$ cat src/sv/npp_pkg.sv
// Package for the next-permutation block: command and status structs, state codes
// and fixed field widths shared by the controller, the datapath and the top level.
// It depends on nothing else.
package npp_pkg;

  localparam int CFG_W      = 5;
  localparam int ELEM_W     = 4;
  localparam int IN_DATA_W  = 8;
  localparam int OUT_DATA_W = 8;
  localparam logic [CFG_W-1:0] LEN_RESET = 5'd16;

  typedef enum logic [3:0] {
    S_IDLE,
    S_PIV_RD,
    S_PIV_CHK,
    S_SUC_RD,
    S_SUC_CHK,
    S_SW1,
    S_SW2,
    S_REV_CHK,
    S_REV_LO,
    S_REV_HI,
    S_REV_W1,
    S_REV_W2,
    S_EM_RD,
    S_EM_PUSH
  } state_t;

  typedef enum logic [1:0] {
    WS_SV,
    WS_PV,
    WS_RD,
    WS_TV
  } wsrc_t;

  typedef enum logic [2:0] {
    P_HOLD,
    P_TOP,
    P_ZERO,
    P_DEC,
    P_INC
  } pop_t;

  typedef enum logic [1:0] {
    I_HOLD,
    I_PIV,
    I_INC
  } iop_t;

  typedef struct packed {
    logic  rd_lo;
    logic  we;
    logic  wr_lo;
    wsrc_t wsrc;
    pop_t  p_op;
    iop_t  i_op;
    logic  prev_ld;
    logic  sv_ld;
    logic  tv_ld;
    logic  par_flip;
    logic  clear;
    logic  adv_set;
    logic  adv_clr;
    logic  out_ld;
  } cmd_t;

  typedef struct packed {
    logic lt;
    logic gt;
    logic p_top;
    logic p_zero;
    logic lo_lt_hi;
    logic short_len;
    logic out_free;
  } sts_t;

endpackage

$ cat src/sv/npp_dp.sv
// Datapath of the next-permutation block: permutation memory with valid bits,
// index counters, compare logic, parity, length register and output register.
// It depends on npp_pkg.
module npp_dp #(
  parameter int MAX_LEN = 16
) (
  input  logic                         clk,
  input  logic                         rst,
  input  logic                         cfg_we,
  input  logic [npp_pkg::CFG_W-1:0]    cfg_wdata,
  input  npp_pkg::cmd_t                cmd,
  output npp_pkg::sts_t                st,
  output logic                         m_axis_tvalid,
  input  logic                         m_axis_tready,
  output logic [npp_pkg::OUT_DATA_W-1:0] m_axis_tdata,
  output logic                         m_axis_tlast
);
  import npp_pkg::*;

  localparam int IW    = (MAX_LEN > 2) ? $clog2(MAX_LEN) : 1;
  localparam int LEN_W = $clog2(MAX_LEN + 1);

  function automatic logic [LEN_W-1:0] eff_len(input logic [CFG_W-1:0] v);
    logic [LEN_W-1:0] r;
    if (v == '0) begin
      r = LEN_W'(1);
    end else if (int'(v) > MAX_LEN) begin
      r = LEN_W'(MAX_LEN);
    end else begin
      r = LEN_W'(v);
    end
    return r;
  endfunction

  logic [CFG_W-1:0]  length;
  logic [IW-1:0]     mem [MAX_LEN];
  logic [MAX_LEN-1:0] vld;
  logic [IW-1:0]     rd_raw;
  logic              rd_vld;
  logic [IW-1:0]     rd_addr;
  logic [IW-1:0]     p;
  logic [IW-1:0]     i;
  logic [IW-1:0]     prev;
  logic [IW-1:0]     pv;
  logic [IW-1:0]     sv;
  logic [IW-1:0]     tv;
  logic              parity;
  logic              adv;
  logic              out_valid;
  logic [ELEM_W-1:0] out_elem;
  logic              out_last;
  logic              out_adv;
  logic              out_odd;

  logic [LEN_W-1:0]  n;
  logic [IW-1:0]     top_idx;
  logic [IW-1:0]     rdata;
  logic [IW-1:0]     raddr;
  logic [IW-1:0]     waddr;
  logic [IW-1:0]     wdata;
  logic              len_change;
  logic              clear_all;

  assign n          = eff_len(length);
  assign top_idx    = IW'(n - LEN_W'(1));
  assign rdata      = rd_vld ? rd_raw : rd_addr;
  assign raddr      = cmd.rd_lo ? i : p;
  assign waddr      = cmd.wr_lo ? i : p;
  assign len_change = cfg_we && (eff_len(cfg_wdata) != n);
  assign clear_all  = cmd.clear || len_change;

  always_comb begin
    case (cmd.wsrc)
      WS_SV:   wdata = sv;
      WS_PV:   wdata = pv;
      WS_RD:   wdata = rdata;
      WS_TV:   wdata = tv;
      default: wdata = sv;
    endcase
  end

  always_ff @(posedge clk) begin
    if (cmd.we) begin
      mem[waddr] <= wdata;
    end
    rd_raw  <= mem[raddr];
    rd_vld  <= vld[raddr];
    rd_addr <= raddr;
  end

  always_ff @(posedge clk) begin
    if (rst || clear_all) begin
      vld <= '0;
    end else if (cmd.we) begin
      vld[waddr] <= 1'b1;
    end
  end

  always_ff @(posedge clk) begin
    if (rst) begin
      length <= LEN_RESET;
    end else if (cfg_we) begin
      length <= cfg_wdata;
    end
  end

  always_ff @(posedge clk) begin
    if (rst || clear_all) begin
      parity <= 1'b0;
    end else if (cmd.par_flip) begin
      parity <= ~parity;
    end
  end

  always_ff @(posedge clk) begin
    if (rst) begin
      adv <= 1'b0;
    end else if (cmd.adv_set) begin
      adv <= 1'b1;
    end else if (cmd.adv_clr) begin
      adv <= 1'b0;
    end
  end

  always_ff @(posedge clk) begin
    case (cmd.p_op)
      P_HOLD:  p <= p;
      P_TOP:   p <= top_idx;
      P_ZERO:  p <= '0;
      P_DEC:   p <= p - IW'(1);
      P_INC:   p <= p + IW'(1);
      default: p <= p;
    endcase
    case (cmd.i_op)
      I_HOLD:  i <= i;
      I_PIV: begin
        i  <= p;
        pv <= rdata;
      end
      I_INC:   i <= i + IW'(1);
      default: i <= i;
    endcase
    if (cmd.prev_ld) begin
      prev <= rdata;
    end
    if (cmd.sv_ld) begin
      sv <= rdata;
    end
    if (cmd.tv_ld) begin
      tv <= rdata;
    end
  end

  always_ff @(posedge clk) begin
    if (rst) begin
      out_valid <= 1'b0;
    end else if (cmd.out_ld) begin
      out_valid <= 1'b1;
    end else if (m_axis_tready) begin
      out_valid <= 1'b0;
    end
  end

  always_ff @(posedge clk) begin
    if (cmd.out_ld) begin
      out_elem <= ELEM_W'(rdata);
      out_last <= (p == top_idx);
      out_adv  <= adv;
      out_odd  <= parity;
    end
  end

  assign st.lt        = rdata < prev;
  assign st.gt        = rdata > pv;
  assign st.p_top     = (p == top_idx);
  assign st.p_zero    = (p == '0);
  assign st.lo_lt_hi  = (i < p);
  assign st.short_len = (n < LEN_W'(2));
  assign st.out_free  = !out_valid || m_axis_tready;

  assign m_axis_tvalid = out_valid;
  assign m_axis_tlast  = out_last;
  assign m_axis_tdata  = {2'b00, out_odd, out_adv, out_elem};

endmodule

$ cat src/sv/npp_ctrl.sv
// Controller of the next-permutation block: the sequencer that runs pivot search,
// successor search, swap, suffix reversal and emission through datapath commands.
// It depends on npp_pkg.
module npp_ctrl (
  input  logic          clk,
  input  logic          rst,
  input  logic          s_axis_tvalid,
  output logic          s_axis_tready,
  input  logic          restart,
  input  npp_pkg::sts_t st,
  output npp_pkg::cmd_t cmd
);
  import npp_pkg::*;

  state_t state;
  state_t state_next;

  always_ff @(posedge clk) begin
    if (rst) begin
      state <= S_IDLE;
    end else begin
      state <= state_next;
    end
  end

  always_comb begin
    state_next = state;
    case (state)
      S_IDLE: begin
        if (s_axis_tvalid) begin
          if (restart || st.short_len) begin
            state_next = S_EM_RD;
          end else begin
            state_next = S_PIV_RD;
          end
        end
      end
      S_PIV_RD:  state_next = S_PIV_CHK;
      S_PIV_CHK: begin
        if (st.p_top) begin
          state_next = S_PIV_RD;
        end else if (st.lt) begin
          state_next = S_SUC_RD;
        end else if (st.p_zero) begin
          state_next = S_EM_RD;
        end else begin
          state_next = S_PIV_RD;
        end
      end
      S_SUC_RD:  state_next = S_SUC_CHK;
      S_SUC_CHK: state_next = st.gt ? S_SW1 : S_SUC_RD;
      S_SW1:     state_next = S_SW2;
      S_SW2:     state_next = S_REV_CHK;
      S_REV_CHK: state_next = st.lo_lt_hi ? S_REV_LO : S_EM_RD;
      S_REV_LO:  state_next = S_REV_HI;
      S_REV_HI:  state_next = S_REV_W1;
      S_REV_W1:  state_next = S_REV_W2;
      S_REV_W2:  state_next = S_REV_CHK;
      S_EM_RD:   state_next = S_EM_PUSH;
      S_EM_PUSH: begin
        if (st.out_free) begin
          state_next = st.p_top ? S_IDLE : S_EM_RD;
        end
      end
      default:   state_next = S_IDLE;
    endcase
  end

  always_comb begin
    cmd           = '0;
    s_axis_tready = 1'b0;
    case (state)
      S_IDLE: begin
        s_axis_tready = 1'b1;
        if (s_axis_tvalid) begin
          if (restart) begin
            cmd.clear   = 1'b1;
            cmd.adv_set = 1'b1;
            cmd.p_op    = P_ZERO;
          end else if (st.short_len) begin
            cmd.adv_clr = 1'b1;
            cmd.p_op    = P_ZERO;
          end else begin
            cmd.p_op = P_TOP;
          end
        end
      end
      S_PIV_CHK: begin
        if (st.p_top) begin
          cmd.prev_ld = 1'b1;
          cmd.p_op    = P_DEC;
        end else if (st.lt) begin
          cmd.i_op    = I_PIV;
          cmd.adv_set = 1'b1;
          cmd.p_op    = P_TOP;
        end else if (st.p_zero) begin
          cmd.adv_clr = 1'b1;
          cmd.p_op    = P_ZERO;
        end else begin
          cmd.prev_ld = 1'b1;
          cmd.p_op    = P_DEC;
        end
      end
      S_SUC_CHK: begin
        if (st.gt) begin
          cmd.sv_ld = 1'b1;
        end else begin
          cmd.p_op = P_DEC;
        end
      end
      S_SW1: begin
        cmd.we    = 1'b1;
        cmd.wr_lo = 1'b1;
        cmd.wsrc  = WS_SV;
      end
      S_SW2: begin
        cmd.we       = 1'b1;
        cmd.wsrc     = WS_PV;
        cmd.par_flip = 1'b1;
        cmd.i_op     = I_INC;
        cmd.p_op     = P_TOP;
      end
      S_REV_CHK: begin
        if (!st.lo_lt_hi) begin
          cmd.p_op = P_ZERO;
        end
      end
      S_REV_LO: begin
        cmd.rd_lo = 1'b1;
      end
      S_REV_HI: begin
        cmd.tv_ld = 1'b1;
      end
      S_REV_W1: begin
        cmd.we    = 1'b1;
        cmd.wr_lo = 1'b1;
        cmd.wsrc  = WS_RD;
      end
      S_REV_W2: begin
        cmd.we       = 1'b1;
        cmd.wsrc     = WS_TV;
        cmd.par_flip = 1'b1;
        cmd.i_op     = I_INC;
        cmd.p_op     = P_DEC;
      end
      S_EM_PUSH: begin
        if (st.out_free) begin
          cmd.out_ld = 1'b1;
          if (!st.p_top) begin
            cmd.p_op = P_INC;
          end
        end
      end
      default: begin
        cmd = '0;
      end
    endcase
  end

endmodule

$ cat src/sv/next_permutation_parity.sv
// Next lexicographic permutation with parity, one element per output word.
// An advance runs pivot search, successor search, swap and suffix reversal, then emits the result;
// the pivot and successor scans read one entry at a time, all through one memory read port.
// A restart clears to the identity permutation; emission reads then pushes each element, waiting while stalled.
// Synchronous reset loads the identity permutation, even parity and length 16.
module next_permutation_parity #(
  parameter int MAX_LEN = 16
) (
  input  logic                            clk,
  input  logic                            rst,
  input  logic                            cfg_we,
  input  logic [npp_pkg::CFG_W-1:0]       cfg_wdata,
  input  logic                            s_axis_tvalid,
  output logic                            s_axis_tready,
  input  logic [npp_pkg::IN_DATA_W-1:0]   s_axis_tdata,   // [0] restart
  output logic                            m_axis_tvalid,
  input  logic                            m_axis_tready,
  output logic [npp_pkg::OUT_DATA_W-1:0]  m_axis_tdata,   // [3:0] element, [4] advanced, [5] odd
  output logic                            m_axis_tlast
);
  import npp_pkg::*;

  cmd_t cmd;
  sts_t st;

  npp_ctrl u_ctrl (
    .clk           (clk),
    .rst           (rst),
    .s_axis_tvalid (s_axis_tvalid),
    .s_axis_tready (s_axis_tready),
    .restart       (s_axis_tdata[0]),
    .st            (st),
    .cmd           (cmd)
  );

  npp_dp #(
    .MAX_LEN (MAX_LEN)
  ) u_dp (
    .clk           (clk),
    .rst           (rst),
    .cfg_we        (cfg_we),
    .cfg_wdata     (cfg_wdata),
    .cmd           (cmd),
    .st            (st),
    .m_axis_tvalid (m_axis_tvalid),
    .m_axis_tready (m_axis_tready),
    .m_axis_tdata  (m_axis_tdata),
    .m_axis_tlast  (m_axis_tlast)
  );

  a_busy_after_accept: assert property (@(posedge clk) disable iff (rst)
    s_axis_tvalid && s_axis_tready |=> !s_axis_tready)
    else $error("input accepted while previous word still in progress");

  a_out_load_free: assert property (@(posedge clk) disable iff (rst)
    cmd.out_ld |-> st.out_free)
    else $error("output register overwritten before it was taken");

  a_no_write_idle: assert property (@(posedge clk) disable iff (rst)
    cmd.we |-> !s_axis_tready)
    else $error("permutation memory written while idle");

endmodule
$ cat config.mk
export PLATFORM = sky130hd
export DESIGN_NAME = next_permutation_parity
export DESIGN_NICKNAME = d
export VERILOG_FILES = /design/src/sv/npp_pkg.sv /design/src/sv/npp_dp.sv /design/src/sv/npp_ctrl.sv /design/src/sv/next_permutation_parity.sv
export SDC_FILE = /design/constraint.sdc
export NUM_CORES = 1
export LEC_CHECK = 0
export BUFFER_PORTS_ARGS = -buffer_cell sky130_fd_sc_hd__buf_2
export CAP_MARGIN = 0
export CORE_MARGIN = 3
export CORE_UTILIZATION = 65
export CTS_BUF_LIST = sky130_fd_sc_hd__clkbuf_2
export DETAILED_ROUTE_END_ITERATION = 8
export PLACE_DENSITY = 0.94
export SYNTH_ARGS = -nofsm -noshare
export SYNTH_HDL_FRONTEND = slang
export SYNTH_SLANG_ARGS = --single-unit
$ cat constraint.sdc
create_clock -name clk -period 6.8 [get_ports clk]
set_input_delay 2.04 -clock clk [delete_from_list [all_inputs] [get_ports clk]]
set_output_delay 2.04 -clock clk [all_outputs]
set_load 0.05 [all_outputs]
==> out/metrics.cfg, run 1 <==
[global_routing]
antenna_found_initial = 0
grt_pass1_wl_mm = 22.91
grt_overflow = 0
grt_pass1_vias = 4532
grt_max_degree = 32
grt_usage_pct = 27.28

[power_and_ir_drop]
vdd_ir_drop_max_uv = 174.7
p_switching_mw = 1.211
seqPwrFrac_pct = 40.8
p_leak_nw = 2.432
p_comb_share_pct = 42.7
intPower_mw = 1.654
switching_share_pct = 42.27
clock_power_share_pct = 16.5
powerDensity_nw_per_um2 = 427.5

[clock_network]
h-tree-depth = 4
clock_latency_ns = 0.74
clockBufferDepth = 2
cts_tree = done
cts_setup_buffers = 0
cts.sinks = 132
cts_buffers = 17
clk_pin_slew_ns = 0.21
root_buffer = clkbuf_2
cts_hold_buf = 0
ctsResizeCount = 0

[synthesis]
yosysSeqAreaShare_pct = 57.00
synth_top_area_cell = edfxtp_1
async_flop_share_pct = 0
synth_edf_count = 95
synth_top_family_by_area = simple AND/OR/NAND/NOR gates
synth.avg_cell_area_um2 = 12.03
synth.cell_area_um2 = 6305
synthMuxAreaShare_pct = 9.109
synth-adder-area-share_pct = 3.493
synth_compound_area_share_pct = 11.99
synthXorXnorAreaFrac_pct = 1.925
ys_ff_latch = 132
yosys_warnings = 0
synthSimpleGateAreaFrac_pct = 12.56
syn_inst = 524
synth_top_area_share_pct = 45.25
synth_area_leaders = edfxtp_1 (45%), dfxtp_1 (12%), mux4_2 (7.1%)
synth.distinct_cells = 62
synthFlopType = edfxtp_1

[worst_setup_path]
arrival_ns = 2.18
crit_required_ns = 4.76
critPathLaunchType = flop
end_kind = output pin
critPathKind = reg2out
path_max_fanout = 31

[timing]
rsz0062_at_grt = false
tns_ns = 0
timing.final.crit_share_pct = 62.07
worst_pin_slew_ns = 1.069
fin_skew_ns = 0.03775
slew_violations = 0
fin_crit_ns = 4.221
relSlewSlack_pct = 28.57
max_freq_ghz = 0.2369
hold_viol = 0
setup_viol = 0

[status]
outcome = finished with violations
failed_checks = design-rule violations

[die]
fp.dieH_um = 104.5
core_area_um2 = 9328
die_area_um2 = 10920
io_pins = 29
num_rows = 35
dieWidth_um = 104.5
start_util_pct = 67.59

[placement]
dp_cells = 652
post-dp-hpwl_mm = 9.834
io_buffers = 19
place_area_um2 = 6471
place_congestion = 0.8999

[route]
postRouteAntennaNets = 0
post_drt_wl_per_cell_um = 20.92
vias = 4535
wl_mm = 14.31
drt_first_pass_iters = 7
vias_per_cell = 6.630
drc = 1
drtIter0Drc = 621

[flow_run]
maxCapViolCount = 0

[cells_and_area]
nets = 577
stdcell_count = 684
utilization_pct = 71.84
antennaDiodeCount = 0
layout-drive-gt1-share_pct = 18.02
area_delta_synth_final_pct = 6.291
final_cell_area_um2 = 6701

[min_path]
hp-class = reg2reg

-- cell usage in the layout, fill, tap and decap left out, types with 9 or more instances in the layout --
cell,count
mux2i_1,9
o21ai_0,14
dfxtp_1,37
nand2_1,46
a21oi_1,34
mux4_2,20
inv_1,25
nor2_1,53
edfxtp_1,95
a31oi_1,11
nor2b_1,15
clkbuf_2,17
buf_2,19
ha_1,16
-- power by group through the flow --
stage / logic (mW) / registers, mW / clock network, mW
after floorplan: 0.956 / 1.10 / 0
after global placement: 1.11 / 1.17 / 0
after detailed placement: 1.18 / 1.18 / 0
after CTS: 1.20 / 1.16 / 0.471
after global routing: 1.32 / 1.18 / 0.507
final: 1.22 / 1.17 / 0.473
-- area by class of cell --
| cell class | instances | area [um^2] |
|---|---|---|
| fillers | 592 | 2626 |
| multi-input cells | 341 | 2482 |
| clock buffers | 17 | 85.08 |
| flip-flops and latches | 132 | 3593 |
| repair buffers | 25 | 140.1 |
| inverters | 25 | 93.84 |
| well taps | 129 | 161.4 |
| clock inverters | 15 | 145.1 |
-- kinds of logic after synthesis --
| logic type | Yosys count |
|---|---|
| AO/OA/AOI/OAI | 114 |
| adder cells (fa/ha/maj) | 17 |
| multiplexers | 32 |
| XOR/XNOR | 13 |
| buffers and inverters | 52 |
| AND/OR/NAND/NOR | 163 |
| other | 1 |
| flip-flops | 132 |
-- worst max-delay path, stage by stage, from the launching register on --
cell and delay, ns:
dfxtp_1 0.67, nor4_1 0.46, buf_2 0.33
-- through the flow --
stage                     power [mW]  worst slack, ns  hold slack, ns
final                          2.865            2.579          0.4926
after global routing           3.008            2.399          0.5071
after CTS                      2.834            2.605          0.4831
after detailed placement       2.363            2.654          0.4325
after global placement         2.272            2.719          0.4301
after floorplan                2.058            2.720          0.4024
-- routing by layer --
layer,track usage (%),vias to the layer above,wire (um)
met5,0,-,0
met1,34.57,2127,5245
met3,6.952,65,1526
li1,-,1979,-
met2,44.79,364,7079
met4,11.59,0,458
-- cell usage after synthesis, types with 4 or more instances --
| library cell | count |
|---|---|
| a21oi_1 | 35 |
| a2bb2oi_1 | 5 |
| a31oi_1 | 11 |
| and2_1 | 7 |
| and3_1 | 7 |
| buf_2 | 9 |
| buf_4 | 5 |
| clkbuf_1 | 8 |
| dfxtp_1 | 37 |
| edfxtp_1 | 95 |
| ha_1 | 16 |
| inv_1 | 25 |
| mux2i_1 | 9 |
| mux4_2 | 20 |
| nand2_1 | 46 |
| nand3_1 | 6 |
| nor2_1 | 53 |
| nor2b_1 | 15 |
| nor3_1 | 5 |
| o211ai_1 | 6 |
| o21ai_0 | 14 |
| o21ba_2 | 8 |
| o22ai_1 | 8 |
| xnor2_1 | 8 |
| xor2_1 | 4 |
-- worst paths after layout --
path / from / to / slack [ns] / cells after the start
worst max register to register: u_dp.length[1] / u_dp.p[3] / 2.87 / 15
worst max-delay path: u_ctrl.state[1] / s_axis_tready / 2.58 / 2
worst min-delay path: u_dp.adv / u_dp.out_adv / 0.49 / 0
worst min register to register: u_dp.adv / u_dp.out_adv / 0.49 / 0
-- state kept, by name (all words and copies together), names as in the netlist --
register            flops
u_dp.tv                 4
u_dp.adv                1
u_dp.prev               4
u_dp.m_axis_tvalid      1
u_ctrl.state            4
u_dp.rd_addr            4
u_dp.m_axis_tlast       1
u_dp.sv                 4
u_dp.vld               16
u_dp.p                  4
u_dp.out_odd            1
u_dp.i                  4
u_dp.pv                 4
u_dp.length             5
u_dp.out_elem           4
u_dp.out_adv            1
u_dp.rd_raw             4
u_dp.rd_vld             1
u_dp.mem               64
u_dp.parity             1
Power figures use the tool's default switching activity.
==> run 2: changes to the inputs <==
--- a/config.mk
+++ b/config.mk
@@ -5,13 +5,14 @@
 export SDC_FILE = /design/constraint.sdc
 export NUM_CORES = 1
 export LEC_CHECK = 0
+export ABC_AREA = 1
 export BUFFER_PORTS_ARGS = -buffer_cell sky130_fd_sc_hd__buf_2
 export CAP_MARGIN = 0
 export CORE_MARGIN = 3
-export CORE_UTILIZATION = 65
+export CORE_UTILIZATION = 64
 export CTS_BUF_LIST = sky130_fd_sc_hd__clkbuf_2
 export DETAILED_ROUTE_END_ITERATION = 8
-export PLACE_DENSITY = 0.94
+export PLACE_DENSITY = 0.93
 export SYNTH_ARGS = -nofsm -noshare
 export SYNTH_HDL_FRONTEND = slang
 export SYNTH_SLANG_ARGS = --single-unit
==> constraint.sdc (replaced) <==
create_clock -name clk -period 4.2 [get_ports clk]
set_input_delay 1.26 -clock clk [delete_from_list [all_inputs] [get_ports clk]]
set_output_delay 1.26 -clock clk [all_outputs]
set_load 0.05 [all_outputs]
==> run 2 against run 1 <==
Worst hold slack worse by 0.013 ns. The flow now finishes without violations. First-iteration DRC count is 6.4% lower. Die area is 1.6% lower. Largest cell class unchanged.
==> out/metrics.cfg, run 2 <==
[synthesis]
synth_edf_count = 95
yosysSeqAreaShare_pct = 58.86
synth_top_area_cell = edfxtp_1
synth.most_common_cell = nor2_1
synth.distinct_cells = 36
syn_inst = 642
synth_area_leaders = edfxtp_1 (47%), dfxtp_1 (12%), nor2_1 (7.4%)
yosys-top-cells-count = nor2_1 (121), edfxtp_1 (95), nand2_1 (93)
synth.cell_area_um2 = 6105
async_flop_share_pct = 0
synthFlopType = edfxtp_1
yosys_warnings = 0
synth.avg_cell_area_um2 = 9.509
ys_ff_latch = 132
synth_top_area_share_pct = 46.73

[cells_and_area]
layout-drive-gt1-share_pct = 11.32
fillers = 621
nets = 702
largest_register_ffs = 64
mostFrequentLayoutCells = nor2_1 (121), edfxtp_1 (95), nand2_1 (93)
antennaDiodeCount = 0
area_delta_synth_final_pct = 7.768
top_register = u_dp.mem
layout_commonest_cell = nor2_1
largestRegisters = u_dp.mem: 64 flops, u_dp.vld: 16 flops, u_dp.length: 5 flops
final_cell_area_um2 = 6579

[placement]
place_area_um2 = 6311
place_congestion = 0.8759
post-dp-hpwl_mm = 9.331
io_buffers = 19

[worst_setup_path]
cpPeakStageDelay_ns = 0.40
arrival_ns = 3.84
crit_top_cell = nand2_1
reg2reg_from = u_dp.length[2]
critPathKind = reg2reg
slowest_stage = dfxtp_1
crit_required_ns = 4.65
critPathLaunchType = flop
r2r_cells = 18
crit_family = simple AND/OR/NAND/NOR gates
path_cells = nor2_1 > nand2_1 > nand2_1 > inv_1 > ha_1 > xor2_1 > nand3_1 > nor2_1 > nand3_1 > nand2_2 > ha_1 > a21oi_1 > nand2_1 > xor2_1 > xnor2_1 > inv_1 > nand2_1 > o21ai_0
path_max_fanout = 8
ff2ff_setup_slack_ns = 0.81
cp.depth = 18
rr_endpoint = u_dp.p[3]
critPathLaunch = u_dp.length[2]
cp_num_buf_inv = 2
cp-endpoint = u_dp.p[3]
end_kind = flop

[route]
drc = 0
postRouteAntennaNets = 0
post_drt_wl_per_cell_um = 16.76
drtIter0Drc = 581
vias = 4833
vias_per_cell = 5.974
wl_mm = 13.56
drt_first_pass_iters = 5

[timing]
hold_viol = 0
tns_ns = 0
rsz0062_at_grt = false
setup_viol = 0
slew_violations = 0
fin_crit_ns = 3.391
relSlewSlack_pct = 28.03
timing.final.crit_share_pct = 80.73
max_freq_ghz = 0.2949
fin_skew_ns = 0.04045
worst_pin_slew_ns = 1.075

[global_routing]
grt_overflow = 0
grt_pass1_vias = 4756
grt_max_degree = 43
antenna_found_initial = 0
grt_pass1_wl_mm = 22.47
grt_usage_pct = 26.28

[die]
die_area_um2 = 10750
start_util_pct = 66.07
dieWidth_um = 103.7
core_area_um2 = 9240
io_pins = 29
fp.dieH_um = 103.7
num_rows = 35

[clock_network]
cts.sinks = 132
h-tree-depth = 4
cts_setup_buffers = 0
root_buffer = clkbuf_2
clock_latency_ns = 0.67
ctsResizeCount = 0
cts_tree = done
cts_hold_buf = 0
cts_buffers = 17
clockBufferDepth = 2
clk_pin_slew_ns = 0.20

[power_and_ir_drop]
powerDensity_nw_per_um2 = 737.0
power.total_mw = 4.849
vdd_ir_drop_max_uv = 481.9
p_leak_nw = 2.622

[min_path]
min_path_cells = 0
hp-class = reg2reg

[flow_run]
maxCapViolCount = 0

[status]
outcome = completed

run 2: cell count changes in the layout (fill, tap and decap cells not counted), moves of 8 or more:
cell,before,now
nand3_1,6,27
o21ai_0,14,64
mux2i_1,9,0
inv_2,0,9
nand2_1,46,93
nor2_1,53,121
a21oi_1,34,18
inv_1,25,61
mux4_2,20,0
o221ai_1,1,12
nor2b_1,15,0
o21ba_2,8,0
run 2: how the worst min path moves through the flow:
stage                        start            to  slack (ns)
after floorplan           u_dp.adv  u_dp.out_adv        0.41
after CTS                 u_dp.adv  u_dp.out_adv        0.49
after detailed placement  u_dp.adv  u_dp.out_adv        0.43
final                     u_dp.adv  u_dp.out_adv        0.48
after global placement    u_dp.adv  u_dp.out_adv        0.42
after global routing      u_dp.adv  u_dp.out_adv        0.51
run 2: per-stage QoR:
stage	util (%)	hold slack, ns	setup slack, ns	instances
after floorplan	-	0.4091	0.7722	643
after global placement	68.30	0.4209	0.9594	777
after detailed placement	68.30	0.4272	0.8782	777
after CTS	71.20	0.4929	0.8323	809
after global routing	71.20	0.5064	0.4669	809
final	71.20	0.4801	0.8092	809
run 2: routing by layer:
metal / wire, um / up-vias / share of wire [%] / track usage (%)
li1: - / 2249 / - / -
met1: 5228 / 2242 / 39 / 33.00
met2: 6585 / 291 / 49 / 44.11
met3: 1336 / 51 / 9.9 / 5.421
met4: 407 / 0 / 3.0 / 11.97
met5: 0 / - / 0 / 0
run 2: power breakdown:
group / switching [mW] / internal (mW) / leakage, nW
Combinational: 1.58 / 0.642 / 1.31
Sequential: 0.110 / 1.69 / 1.16
Clock: 0.486 / 0.343 / 0.155
Total: 2.17 / 2.68 / 2.62
run 2: kinds of logic (layout without fill, tap and decap cells):
logic type,after synthesis,in the layout,share of synthesized area [%]
other,1,2,0.06143
AND/OR/NAND/NOR,263,263,17.67
flip-flops,132,132,58.86
adder cells (fa/ha/maj),17,17,3.607
buffers and inverters,91,128,5.985
AO/OA/AOI/OAI,131,131,12.81
XOR/XNOR,7,7,1.004
run 2: final cells by class:
class | count | area, um^2 | share of cell area (%)
inverter | 71 | 266.5 | 4.051
clock buffer | 18 | 90.09 | 1.369
multi-input combinational | 420 | 2150 | 32.67
clock inverter | 14 | 177.7 | 2.701
sequential | 132 | 3593 | 54.62
timing repair buffer | 25 | 140.1 | 2.130
tap | 129 | 161.4 | 2.453
==> run 3: changes to the inputs <==
--- a/config.mk
+++ b/config.mk
@@ -5,14 +5,14 @@
 export SDC_FILE = /design/constraint.sdc
 export NUM_CORES = 1
 export LEC_CHECK = 0
-export ABC_AREA = 1
+export ABC_AREA = 0
 export BUFFER_PORTS_ARGS = -buffer_cell sky130_fd_sc_hd__buf_2
 export CAP_MARGIN = 0
 export CORE_MARGIN = 3
-export CORE_UTILIZATION = 64
+export CORE_UTILIZATION = 58
 export CTS_BUF_LIST = sky130_fd_sc_hd__clkbuf_2
 export DETAILED_ROUTE_END_ITERATION = 8
-export PLACE_DENSITY = 0.93
+export PLACE_DENSITY = 0.89
 export SYNTH_ARGS = -nofsm -noshare
 export SYNTH_HDL_FRONTEND = slang
 export SYNTH_SLANG_ARGS = --single-unit
==> constraint.sdc (replaced) <==
create_clock -name clk -period 2.8 [get_ports clk]
set_input_delay 0.84 -clock clk [delete_from_list [all_inputs] [get_ports clk]]
set_output_delay 0.84 -clock clk [all_outputs]
set_load 0.05 [all_outputs]
==> run 3 against run 2 <==
The flow now finishes with violations (negative setup slack). Clock skew down 0.017 ns. Register-to-register slack got worse by 1.2 ns. Sequential power up 51%. Worst setup slack got worse by 1.2 ns. Flip-flop and latch count stayed put. Final cell count decreased by 8.8%. Sequential share of layout area down 5.5 points. Final area rose by 11%. Critical endpoint unchanged. Highest routed layer unchanged.
==> out/metrics.cfg, run 3 (same netlist as run 1, synthesis figures left out) <==
[timing]
max_freq_ghz = 0.3131
fin_crit_ns = 3.193
slew_violations = 0
worst_pin_slew_ns = 0.5879
hold_viol = 0
setup_viol = 4
timing.final.crit_share_pct = 114.0
hold_slack_ns = 0.3927
tns_ns = -0.5046
fin_ws_ns = -0.3934
relSlewSlack_pct = 60.51
rsz0062_at_grt = true
fin_skew_ns = 0.02311

[clock_network]
clock_latency_ns = 0.70
cts.sinks = 132
cts_tree = done
clockBufferDepth = 2
root_buffer = clkbuf_2
h-tree-depth = 4
cts_buffers = 17
clk_pin_slew_ns = 0.21

[cells_and_area]
layout-drive-gt1-share_pct = 30.56
final_cell_area_um2 = 7328
largestRegisters = u_dp.mem: 64 flops, u_dp.vld: 16 flops, u_dp.length: 5 flops
multi_input_area_um2 = 2708
area_delta_synth_final_pct = 16.23
nets = 624
stdcell_count = 738
top_register = u_dp.mem
layout_commonest_cell = edfxtp_1
seq_area_um2 = 3601
largest_register_ffs = 64
fillers = 654
mostFrequentLayoutCells = edfxtp_1 (95), buf_4 (52), nand2_1 (46)
antennaDiodeCount = 0

[global_routing]
grt_pass1_vias = 4477
grt_usage_pct = 25.20
grtUsageMet3_pct = 5.416
antenna_found_initial = 0
grt_max_degree = 22
grt_pass1_wl_mm = 22.89
grt.busiest_layer = met2
met1_usage_pct = 33.10
use_met2_pct = 40.25
grt_overflow = 0

[worst_setup_path]
reg2reg_from = u_dp.length[4]
critPathKind = reg2reg
crit_required_ns = 3.26
r2r_cells = 16
path_max_fanout = 3
critPathLaunch = u_dp.length[4]
arrival_ns = 3.66
end_kind = flop
critPathLaunchType = flop

[die]
start_util_pct = 60.26
io_pins = 29
die_area_um2 = 12160
core_area_um2 = 10460
num_rows = 37
dieWidth_um = 110.3
fp.dieH_um = 110.3

[route]
wl_mm = 15.88
post_drt_wl_per_cell_um = 21.52
postRouteAntennaNets = 0
vias = 4855
drc = 0
drt_first_pass_iters = 7
drtIter0Drc = 874
vias_per_cell = 6.579

[placement]
place_area_um2 = 6808
place_congestion = 0.9591
dp_cells = 697
io_buffers = 19
post-dp-hpwl_mm = 9.779
place_ws_ns = -0.3512

[status]
outcome = finished with violations
failed_checks = negative setup slack

[power_and_ir_drop]
vdd_ir_drop_max_uv = 451.5
p_leak_nw = 2.712
powerDensity_nw_per_um2 = 1070

[flow_run]
maxCapViolCount = 0

[min_path]
min_path_cells = 2
hp-class = in2reg
hold_start = rst

## run 3: what timing repair did
item | in CTS | in global routing
hold buffers | 0 | 0
pin swaps | 12 | 16
setup buffers | 6 | 5
gates resized for setup | 12 | 35
setup endpoints to repair | 20 | 54
## run 3: final cells by class
class / instances / area share, %
inverter: 25 / 1.281
clock buffer: 18 / 1.229
multi-input combinational: 341 / 36.95
clock inverter: 14 / 2.100
timing repair buffer: 72 / 6.983
sequential: 132 / 49.14
tap: 136 / 2.322
## run 3: final timing paths
path / end / slack (ns)
worst max-delay path: u_dp.p[3] / -0.39
worst min-delay path: u_dp.m_axis_tvalid / 0.39
worst max register to register: u_dp.p[3] / -0.39
worst min register to register: u_dp.out_odd / 0.48
## run 3: where the power goes
part | total [mW] | internal (mW) | switching (mW) | leakage (nW)
Combinational | 3.97 | 1.64 | 2.33 | 1.42
Sequential | 2.71 | 2.54 | 0.160 | 1.15
Clock | 1.16 | 0.421 | 0.744 | 0.135
## run 3: per-layer routing
metal | vias up | part of all wire [%]
met5 | - | 0
met2 | 398 | 47
met3 | 113 | 11
met1 | 2273 | 36
met4 | 0 | 5.6
li1 | 2071 | -
## run 3: worst max-delay path: stages, from the launching register on
cell and delay (ns):
dfxtp_4 0.40, nor4_4 0.31, a21oi_2 0.09, ha_4 0.24, xnor2_2 0.18, nor2_1 0.08, mux2i_2 0.26, nor3_4 0.09
nor3_4 0.22, inv_2 0.08, ha_4 0.21, a21o_1 0.16, a21oi_2 0.19, xnor2_2 0.16, inv_1 0.08, nand3_1 0.10
o311ai_1 0.12
## run 3: through the flow
| step | total power [mW] | util [%] |
|---|---|---|
| final | 7.842 | 70.04 |
| after global routing | 8.197 | 70.04 |
| after CTS | 7.373 | 68.34 |
| after detailed placement | 6.119 | 65.07 |
| after global placement | 5.954 | 65.07 |
| after floorplan | 5.020 | - |
